`src/design/k_way_merge_reduce_core_assert.svh`:
```
// Assertion macros shared by the merge-reduce block.
// Needs a clock named clk and an active-low reset named rst_n in scope.
`ifndef K_WAY_MERGE_REDUCE_CORE_ASSERT_SVH
`define K_WAY_MERGE_REDUCE_CORE_ASSERT_SVH

// Same-cycle implication, checked outside reset.
`define KWMR_ASSERT_NOW(lbl, ante, cons, msg) \
  lbl: assert property (@(posedge clk) disable iff (!rst_n) (ante) |-> (cons)) \
    else $error(msg);

// Next-cycle implication, checked outside reset.
`define KWMR_ASSERT_NEXT(lbl, ante, cons, msg) \
  lbl: assert property (@(posedge clk) disable iff (!rst_n) (ante) |=> (cons)) \
    else $error(msg);

`endif

```
`src/design/kwmr_pkg.sv`:
```
// Shared types and codes of the k-way merge-reduce block.
// No dependencies.
package kwmr_pkg;

  localparam int SRC_W      = 4;
  localparam int FIELD_W    = 64;
  localparam int CFG_IDX_W  = 8;
  localparam int CFG_DATA_W = 32;
  localparam int SIU_W      = 5;
  localparam int ROP_W      = 2;

  // configuration register indexes
  localparam logic [CFG_IDX_W-1:0] CFG_SOURCES_IN_USE = 8'd0;
  localparam logic [CFG_IDX_W-1:0] CFG_REDUCE_OP      = 8'd1;

  // reduce operations
  localparam logic [ROP_W-1:0] ROP_ADD = 2'd0;
  localparam logic [ROP_W-1:0] ROP_MIN = 2'd1;
  localparam logic [ROP_W-1:0] ROP_MAX = 2'd2;
  localparam logic [ROP_W-1:0] ROP_OR  = 2'd3;

  // request opcodes
  localparam logic OP_PAIR = 1'b0;
  localparam logic OP_END  = 1'b1;

  localparam logic [SIU_W-1:0] SIU_RESET = 5'd2;

  typedef struct packed {
    logic               opcode;
    logic [SRC_W-1:0]   source;
    logic [FIELD_W-1:0] key;
    logic [FIELD_W-1:0] value;
  } in_item_t;

  typedef struct packed {
    logic               refill_valid;
    logic [SRC_W-1:0]   refill_source;
    logic               pair_valid;
    logic [FIELD_W-1:0] pair_key;
    logic [FIELD_W-1:0] pair_value;
    logic               pair_last;
    logic               order_error;
  } out_item_t;

endpackage

```
`src/design/kwmr_reduce.sv`:
```
// Value combiner for equal keys: wrapping add, min, max or bitwise or.
// Depends on kwmr_pkg for the operation codes.
module kwmr_reduce
  import kwmr_pkg::*;
#(
  parameter int VW = 64
) (
  input  logic [ROP_W-1:0] op_i,
  input  logic [VW-1:0]    a_i,
  input  logic [VW-1:0]    b_i,
  output logic [VW-1:0]    y_o
);

  always_comb begin
    case (op_i)
      ROP_ADD: y_o = a_i + b_i;
      ROP_MIN: y_o = (a_i < b_i) ? a_i : b_i;
      ROP_MAX: y_o = (a_i > b_i) ? a_i : b_i;
      ROP_OR:  y_o = a_i | b_i;
      default: y_o = a_i | b_i;
    endcase
  end

endmodule

```
`config.mk`:
```
export PLATFORM = sky130hd
export DESIGN_NAME = kwmr_reduce
export DESIGN_NICKNAME = d
export VERILOG_FILES = /design/src/design/k_way_merge_reduce_core_assert.svh /design/src/design/kwmr_pkg.sv /design/src/design/kwmr_reduce.sv
export SDC_FILE = /design/constraint.sdc
export NUM_CORES = 1
export LEC_CHECK = 0
export BUFFER_PORTS_ARGS = -buffer_cell sky130_fd_sc_hd__buf_4
export CAP_MARGIN = 20
export CORE_MARGIN = 3
export CORE_UTILIZATION = 30
export DETAILED_ROUTE_END_ITERATION = 12
export PLACE_DENSITY = 0.54
export SETUP_SLACK_MARGIN = 0.3
export SYNTH_ARGS = -nofsm -noshare
export SYNTH_HDL_FRONTEND = slang
export SYNTH_SLANG_ARGS = --single-unit
export TNS_END_PERCENT = 5
```
`constraint.sdc`:
```
create_clock -name vclk -period 12.38
set_clock_uncertainty 0.1 [all_clocks]
set_input_delay 1.857 -clock vclk [all_inputs]
set_output_delay 1.857 -clock vclk [all_outputs]
set_load 0.02 [all_outputs]
```
==> impl_metrics.py, run 1 <==
metrics = {
    "place": {
        "place_area_um2": 11200,
        "hpwl_um": 26100,
        "place.gp.congestion": 0.854,
        "portBuffers": 194,
    },
    "min_path": {
        "hold_end": "y_o[43]",
        "hp-class": "input pin to output pin",
        "hold_start": "b_i[43]",
        "worstHoldPathCells": 4,
    },
    "global_route": {
        "grt_pass1_wl_um": 50600,
        "grt_pass1_vias": 9662,
        "grt-ovfl-total": 0,
        "antenna_found_initial": 0,
        "grt_max_degree": 73,
        "grt_usage_pct": 17.9,
    },
    "finish": {
        "fin_area_um2": 11200,
        "antennaDiodeCount": 0,
        "drive_gt1_share_pct": 17.3,
        "nets": 1815,
        "regArea_um2": 0,
        "fill_cells": 3375,
        "numSequentialCells": 0,
        "area_growth_pct": 16.6,
        "multi_input_area_um2": 8420,
        "nClkBuffers": 0,
    },
    "critical_path": {
        "cp_top_family": "compound AO/OA/AOI/OAI gates",
        "cp-end-kind": "output pin",
        "cpMaxStageDelayCell": "a31oi_1",
        "cp.required_ns": 10.42,
        "crit_path_cell_trace": "buf_4, ha_1, inv_1, fa_1, nor2b_1, o31a_1, o211ai_1, a31oi_1, a22oi_1, o21ai_1, a41oi_1, o2111ai_1, mux2_1, a221o_1, buf_4",
        "worstPathArrival_ns": 6.12,
        "cpMostUsedCell": "buf_4",
        "path_depth": 15,
        "crit_path_max_incr_delay_ns": 0.52,
        "cp_max_fo": 4,
        "crit_buf_inv": 3,
        "critical_path_class": "input pin to output pin",
        "critPathLaunchType": "input pin",
    },
    "timing": {
        "setup-violations-final": 0,
        "finalMaxSlewViolations": 0,
        "fin_crit_sh_pct": 65.3,
        "max_freq_ghz": 0.124,
        "tns_ns": 0,
        "final.min_clock_period_ns": 8.08,
        "tightest_slew_ns": 1.16,
        "max_slew_margin_pct": 20.6,
        "finalHoldViolCount": 0,
        "rsz0062_at_grt": "false",
    },
    "drt": {
        "totalWireLength_um": 32600,
        "drtIter0Drc": 599,
        "first_pass_iters": 8,
        "drc": 0,
        "viasPerCell": 5.33,
        "ant_nets": 0,
        "routedWlPerCell_um": 17.3,
        "vias": 10100,
    },
    "logic_synthesis": {
        "synth_cell_types": 63,
        "ys_warn_count": 0,
        "netlist_instances": 1384,
        "syn_nets": 1706,
        "syn_area_um2": 9600,
        "syn_area_per_cell_um2": 6.93,
        "ys_seq_area_share_pct": 0,
    },
    "floorplan": {
        "fp.coreArea_um2": 31100,
        "start_util_pct": 30.9,
        "die_w_um": 185,
        "rows": 64,
        "die_area_um2": 34200,
        "io_pins": 194,
        "die_height_um": 185,
    },
    "power_and_ir_drop": {
        "vdd_drop_max_v": 0.0000315,
        "power_density_nw_per_um2": 54.0,
        "p_leak_nw": 5.81,
    },
    "run": {
        "max-cap-violations": 0,
    },
    "clock_network": {
        "cts_setup_buffers": 0,
        "cts_hold_buf": 0,
        "cts-resized-gates": 0,
    },
    "outcome": {
        "status": "completed",
    },
}
per-layer routing:
| layer | global-route usage, % | wire [µm] | share of wire (%) |
|---|---|---|---|
| met5 | 0 | 0 | 0 |
| met4 | 2.22 | 364 | 1.1 |
| met3 | 1.12 | 1560 | 4.8 |
| met2 | 31.2 | 15400 | 47 |
| met1 | 25.1 | 15300 | 47 |
layout make-up:
class | count | area share (%)
inverters | 203 | 6.81
repair buffers | 201 | 13.5
well taps | 396 | 4.43
multi-input cells | 1087 | 75.3
cell usage after synthesis, types with 9 or more instances:
library cell  number  area, µm²
o21a_1             9       67.6
buf_2             19       95.1
mux4_2            35        788
clkbuf_1          65        244
mux2i_1           55        551
ha_1             191       2390
o31ai_1           11       82.6
nand2_1          121        454
o21bai_1          19        143
a21o_1            43        323
a21oi_1          159        796
nor4_1            10       62.6
nand4_1           25        156
o21ai_0           60        300
o221ai_1          14        123
xor2_1            15        131
nor2_1           101        379
inv_1            197        739
o21ai_1           12       60.1
nor2b_1           17        106
nand3_1           18       90.1
xnor2_1           39        342
o211ai_1          29        218
power breakdown:
group | internal, mW | switching, mW | leakage (nW)
Combinational | 0.255 | 0.350 | 5.81
Sequential | 0 | 0 | 0
Clock | 0 | 0 | 0
Total | 0.255 | 0.350 | 5.81
layout by cell type, fill, tap and decap left out, drive strengths merged, types with 5 or more instances in the layout:
cell type  instances
and3               8
o21bai            19
mux4              35
buf              201
nand3             18
nor2             101
inv              203
nor3               9
a21o              43
a31o               5
nor2b             17
o211ai            29
a211oi             7
o221ai            14
nand4             25
a21oi            159
a31oi              7
xnor2             39
o21ai             72
ha               191
or3                5
xor2              15
o21a               9
o31ai             11
nor4              14
o2111ai            5
a22oi              7
mux2i             55
nand2            121
how the worst max path moves through the flow:
stage | start | slack, ns | to
global placement | b_i[29] | 4.31 | y_o[63]
CTS | b_i[31] | 4.26 | y_o[63]
detailed placement | b_i[31] | 4.27 | y_o[63]
finish | b_i[0] | 4.30 | y_o[62]
floorplan | a_i[45] | 5.62 | y_o[44]
global route | a_i[31] | 3.97 | y_o[63]
stage by stage:
step	hold WS (ns)	std cells	worst slack [ns]	power, mW	utilization, %
3_3_place_gp	4.07	1887	4.31	0.600	36.0
6_report	4.07	1887	4.30	0.604	36.0
3_5_place_dp	4.06	1887	4.27	0.604	36.0
5_1_grt	4.11	1887	3.97	0.664	36.0
2_1_floorplan	3.91	1384	5.62	0.405	-
4_1_cts	4.07	1887	4.26	0.607	36.0
cells by family (layout without fill, tap and decap cells):
kind of cell | Yosys count | count (layout) | share of synthesized area (%)
adders and majority gates | 192 | 192 | 25.1
muxes | 91 | 91 | 14.1
AOI/OAI and AO/OA | 417 | 417 | 27.4
xor gates and xnor gates | 54 | 54 | 4.93
buffers and inverters | 297 | 404 | 12.3
and+or+nand+nor | 333 | 333 | 16.2
tightest hold or removal path, cell delays in order:
cell      delay, ns
buf_4          0.09
a21oi_1        0.05
o221ai_1       0.16
buf_4          0.14
(Power assumes the default switching activity.)
==> run 2, diff against run 1 <==
==> constraint.sdc (replaced) <==
create_clock -name vclk -period 8.1
set_clock_uncertainty 0.1 [all_clocks]
set_input_delay 1.215 -clock vclk [all_inputs]
set_output_delay 1.215 -clock vclk [all_outputs]
set_load 0.02 [all_outputs]
==> run 2 against run 1 <==
Compared with the run above:
- via count fell by 0.41%
- clock-buffer cell count is the same
- critical path type unchanged
- combinational power increased by 53%
- critical path depth stayed put
- global-route usage barely moved
- design area unchanged
- non-clock buffer count did not move
- critical endpoint unchanged
- worst hold slack lost 1.3 ns
- worst setup slack worse by 3.0 ns
- largest cell class unchanged
==> impl_metrics.py, run 2 (same netlist as run 1, synthesis figures left out) <==
metrics = {
    "place": {
        "place.gp.congestion": 0.875,
        "hpwl_um": 25900,
        "portBuffers": 194,
    },
    "floorplan": {
        "rows": 64,
        "fp.coreArea_um2": 31100,
        "die_area_um2": 34200,
        "start_util_pct": 30.9,
        "io_pins": 194,
        "die_w_um": 185,
        "die_height_um": 185,
    },
    "timing": {
        "tns_ns": 0,
        "tightest_slew_ns": 1.15,
        "finalHoldViolCount": 0,
        "max_freq_ghz": 0.148,
        "finalMaxSlewViolations": 0,
        "rsz0062_at_grt": "false",
        "final.min_clock_period_ns": 6.78,
        "fin_crit_sh_pct": 83.7,
        "setup-violations-final": 0,
        "max_slew_margin_pct": 21.3,
    },
    "drt": {
        "vias": 10000,
        "first_pass_iters": 5,
        "routedWlPerCell_um": 17.2,
        "drc": 0,
        "totalWireLength_um": 32400,
        "drtIter0Drc": 529,
        "viasPerCell": 5.30,
        "ant_nets": 0,
    },
    "min_path": {
        "hp-class": "input pin to output pin",
    },
    "finish": {
        "area_growth_pct": 16.6,
        "drive_gt1_share_pct": 17.3,
        "final_cell_mix": "buf_4, inv_1, ha_1",
        "numSequentialCells": 0,
        "nets": 1815,
        "nClkBuffers": 0,
        "layout_commonest_cell": "buf_4",
        "multi_input_area_um2": 8420,
        "final_core_util_pct": 36.0,
        "regArea_um2": 0,
        "fill_cells": 3391,
        "antennaDiodeCount": 0,
    },
    "global_route": {
        "use_met3_pct": 0.746,
        "grt-ovfl-total": 0,
        "grt_pass1_vias": 9679,
        "grtUsageMet2_pct": 31.7,
        "top_usage_layer": "met2",
        "grt_usage_pct": 18.0,
        "antenna_found_initial": 0,
        "grt_pass1_wl_um": 50600,
        "use_met1_pct": 25.4,
        "grt_max_degree": 76,
    },
    "outcome": {
        "status": "completed",
    },
    "power_and_ir_drop": {
        "p_leak_nw": 5.81,
        "power_density_nw_per_um2": 82.5,
        "finalPower_mw": 0.923,
        "vdd_drop_max_v": 0.0000459,
    },
    "critical_path": {
        "cp.required_ns": 6.78,
        "cp-end-kind": "output pin",
        "critPathLaunch": "b_i[0]",
        "critPathLaunchType": "input pin",
        "crit_end": "y_o[62]",
        "worstPathArrival_ns": 5.46,
        "critical_path_class": "input pin to output pin",
        "cp_max_fo": 4,
    },
    "clock_network": {
        "cts_hold_buf": 0,
        "cts_setup_buffers": 0,
        "cts-resized-gates": 0,
    },
    "run": {
        "max-cap-violations": 0,
    },
}
## run 2: power by group
group | total, mW | switching (mW) | internal, mW
Clock | 0 | 0 | 0
Combinational | 0.923 | 0.533 | 0.390
Sequential | 0 | 0 | 0
## run 2: worst min-delay path by stage
stage / from / to / cells past startpoint
5_1_grt: b_i[41] / y_o[41] / 4
2_1_floorplan: b_i[22] / y_o[22] / 2
3_3_place_gp: b_i[41] / y_o[41] / 4
6_report: b_i[41] / y_o[41] / 4
3_5_place_dp: b_i[41] / y_o[41] / 4
4_1_cts: b_i[41] / y_o[41] / 4
## run 2: layout make-up
cell class                      instances  area share (%)
Timing Repair Buffer                  201            13.5
Multi-Input combinational cell       1087            75.3
Inverter                              203            6.81
Tap cell                              396            4.43
## run 2: metrics by stage
| stage | cells | instance area (µm²) | hold slack, ns | setup slack, ns |
|---|---|---|---|---|
| 6_report | 1887 | 11200 | 2.78 | 1.32 |
| 5_1_grt | 1887 | 11200 | 2.83 | 1.07 |
| 4_1_cts | 1887 | 11200 | 2.79 | 1.29 |
| 3_5_place_dp | 1887 | 11200 | 2.79 | 1.31 |
| 3_3_place_gp | 1887 | 11200 | 2.80 | 1.30 |
| 2_1_floorplan | 1384 | 9600 | 2.62 | 2.63 |
## run 2: worst max-delay path, stage by stage
cell,delay [ns]
buf_4,0.10
ha_1,0.19
inv_1,0.07
fa_1,0.39
nor2b_1,0.19
o31a_1,0.24
o211ai_1,0.19
a31oi_1,0.52
a22oi_1,0.26
o21ai_1,0.50
a41oi_1,0.35
o2111ai_1,0.41
mux2_1,0.36
a221o_1,0.31
buf_4,0.16
## run 2: per-layer routing
| metal | vias to the layer above | wire length, µm |
|---|---|---|
| met2 | 297 | 15400 |
| met1 | 4651 | 15200 |
| li1 | 5032 | - |
| met5 | - | 0 |
| met3 | 30 | 1560 |
| met4 | 0 | 331 |
==> run 3, diff against run 2 <==
--- a/config.mk
+++ b/config.mk
@@ -10,7 +10,7 @@
 export CORE_MARGIN = 3
 export CORE_UTILIZATION = 30
 export DETAILED_ROUTE_END_ITERATION = 12
-export PLACE_DENSITY = 0.54
+export PLACE_DENSITY = 0.56
 export SETUP_SLACK_MARGIN = 0.3
 export SYNTH_ARGS = -nofsm -noshare
 export SYNTH_HDL_FRONTEND = slang
==> constraint.sdc (replaced) <==
create_clock -name vclk -period 5.7
set_clock_uncertainty 0.1 [all_clocks]
set_input_delay 0.855 -clock vclk [all_inputs]
set_output_delay 0.855 -clock vclk [all_outputs]
set_load 0.02 [all_outputs]
==> run 3 against run 2 <==
Compared with the run above:
- die area is the same
- worst setup slack got worse by 0.87 ns
- design area grew 2.3%
- clock-buffer cell count did not move
- flip-flop and latch count unchanged
- routed wire length grew 4.1%
- first-iteration DRC count rose by 17%
- critical endpoint unchanged
- largest cell class unchanged
==> impl_metrics.py, run 3 (same netlist as run 1, synthesis figures left out) <==
metrics = {
    "outcome": {
        "status": "completed",
    },
    "critical_path": {
        "cp-end-kind": "output pin",
        "cp.required_ns": 4.74,
        "cp_max_fo": 6,
        "critPathLaunchType": "input pin",
        "worstPathArrival_ns": 4.29,
        "critical_path_class": "input pin to output pin",
    },
    "drt": {
        "first_pass_iters": 5,
        "ant_nets": 0,
        "vias": 10200,
        "drc": 0,
        "viasPerCell": 5.35,
        "drtIter0Drc": 619,
        "routedWlPerCell_um": 17.7,
        "totalWireLength_um": 33700,
    },
    "finish": {
        "multi_input_area_um2": 8450,
        "antennaDiodeCount": 0,
        "final_cell_mix": "buf_4, inv_1, ha_1",
        "drive_gt1_share_pct": 18.8,
        "numSequentialCells": 0,
        "fill_cells": 3367,
        "nClkBuffers": 0,
        "regArea_um2": 0,
        "final_core_util_pct": 36.8,
        "layout_commonest_cell": "buf_4",
        "nets": 1837,
        "area_growth_pct": 19.2,
    },
    "power_and_ir_drop": {
        "p_int_mw": 0.580,
        "p_leak_nw": 5.94,
        "clock_power_share_pct": 0,
        "p_comb_share_pct": 100.0,
        "power_density_nw_per_um2": 119,
        "p_sw_share_pct": 57.4,
        "p_seq_share_pct": 0,
        "vdd_drop_max_v": 0.0000517,
        "switchingPower_mw": 0.781,
    },
    "floorplan": {
        "die_height_um": 185,
        "rows": 64,
        "io_pins": 194,
        "die_area_um2": 34200,
        "start_util_pct": 30.9,
        "die_w_um": 185,
        "fp.coreArea_um2": 31100,
    },
    "place": {
        "place.gp.congestion": 0.886,
        "hpwl_um": 26700,
        "portBuffers": 194,
        "post-place-ws_ns": 0.315,
    },
    "global_route": {
        "grt-ovfl-total": 0,
        "grt_max_degree": 124,
        "grt_pass1_vias": 9982,
        "antenna_found_initial": 0,
        "grt_pass1_wl_um": 52100,
        "grt_usage_pct": 18.4,
    },
    "timing": {
        "setup_ws_ns": 0.455,
        "tns_ns": 0,
        "finalMaxSlewViolations": 0,
        "tightest_slew_ns": 0.998,
        "rsz0062_at_grt": "true",
        "finalHoldViolCount": 0,
        "final.min_clock_period_ns": 5.24,
        "fin_crit_sh_pct": 92.0,
        "max_slew_margin_pct": 33.3,
        "max_freq_ghz": 0.191,
        "setup-violations-final": 0,
    },
    "min_path": {
        "hold_end": "y_o[56]",
        "hold_start": "b_i[56]",
        "hp-class": "input pin to output pin",
        "worstHoldPathCells": 4,
    },
    "clock_network": {
        "cts_setup_buffers": 0,
        "cts_hold_buf": 0,
    },
    "run": {
        "max-cap-violations": 0,
    },
}
==> run 3: worst max-delay path, cell delays in order <==
cell       delay (ns)
buf_4            0.09
inv_1            0.06
ha_1             0.37
nor2b_1          0.19
o31a_1           0.30
o211ai_1         0.37
a31oi_1          0.18
a22oi_1          0.31
o21ai_1          0.16
a41oi_2          0.38
o2111ai_1        0.19
mux2_1           0.35
a221o_1          0.32
buf_4            0.16
==> run 3: worst max-delay path by stage <==
stage	startpoint	to	slack, ns
2_1_floorplan	a_i[45]	y_o[44]	0.95
3_3_place_gp	b_i[21]	y_o[62]	0.30
5_1_grt	a_i[31]	y_o[18]	0.24
3_5_place_dp	a_i[21]	y_o[62]	0.32
6_report	a_i[2]	y_o[62]	0.46
4_1_cts	a_i[21]	y_o[62]	0.31
==> run 3: power groups by stage <==
| stage | clock [mW] | sequential (mW) | combinational [mW] |
|---|---|---|---|
| global route | 0 | 0 | 1.49 |
| detailed placement | 0 | 0 | 1.34 |
| floorplan | 0 | 0 | 0.881 |
| finish | 0 | 0 | 1.36 |
| global placement | 0 | 0 | 1.33 |
| CTS | 0 | 0 | 1.35 |
==> run 3: metal layers <==
metal	up-vias	share of wire [%]	track usage, %
met5	-	0	0
met2	325	46	31.4
met3	25	5.4	1.71
met4	0	1.1	2.28
li1	5076	-	-
met1	4793	47	25.8
==> run 3: final cells by class <==
cell class	count	share of cell area, %
inverter	203	6.66
multi-input combinational	1087	73.9
tap	396	4.33
timing repair buffer	223	15.1
==> run 3: through the flow <==
stage	cell area (µm²)	hold WS (ns)	instances	power, mW
4_1_cts	11400	2.08	1908	1.35
3_5_place_dp	11400	2.07	1908	1.34
5_1_grt	11400	2.09	1909	1.49
3_3_place_gp	11400	2.07	1908	1.33
6_report	11400	2.06	1909	1.36
2_1_floorplan	9600	1.90	1384	0.881
==> run 3: what timing repair did <==
action,CTS,global route
hold endpoints to repair,0,0
resized for setup,0,8
endpoints found under the setup margin,0,51
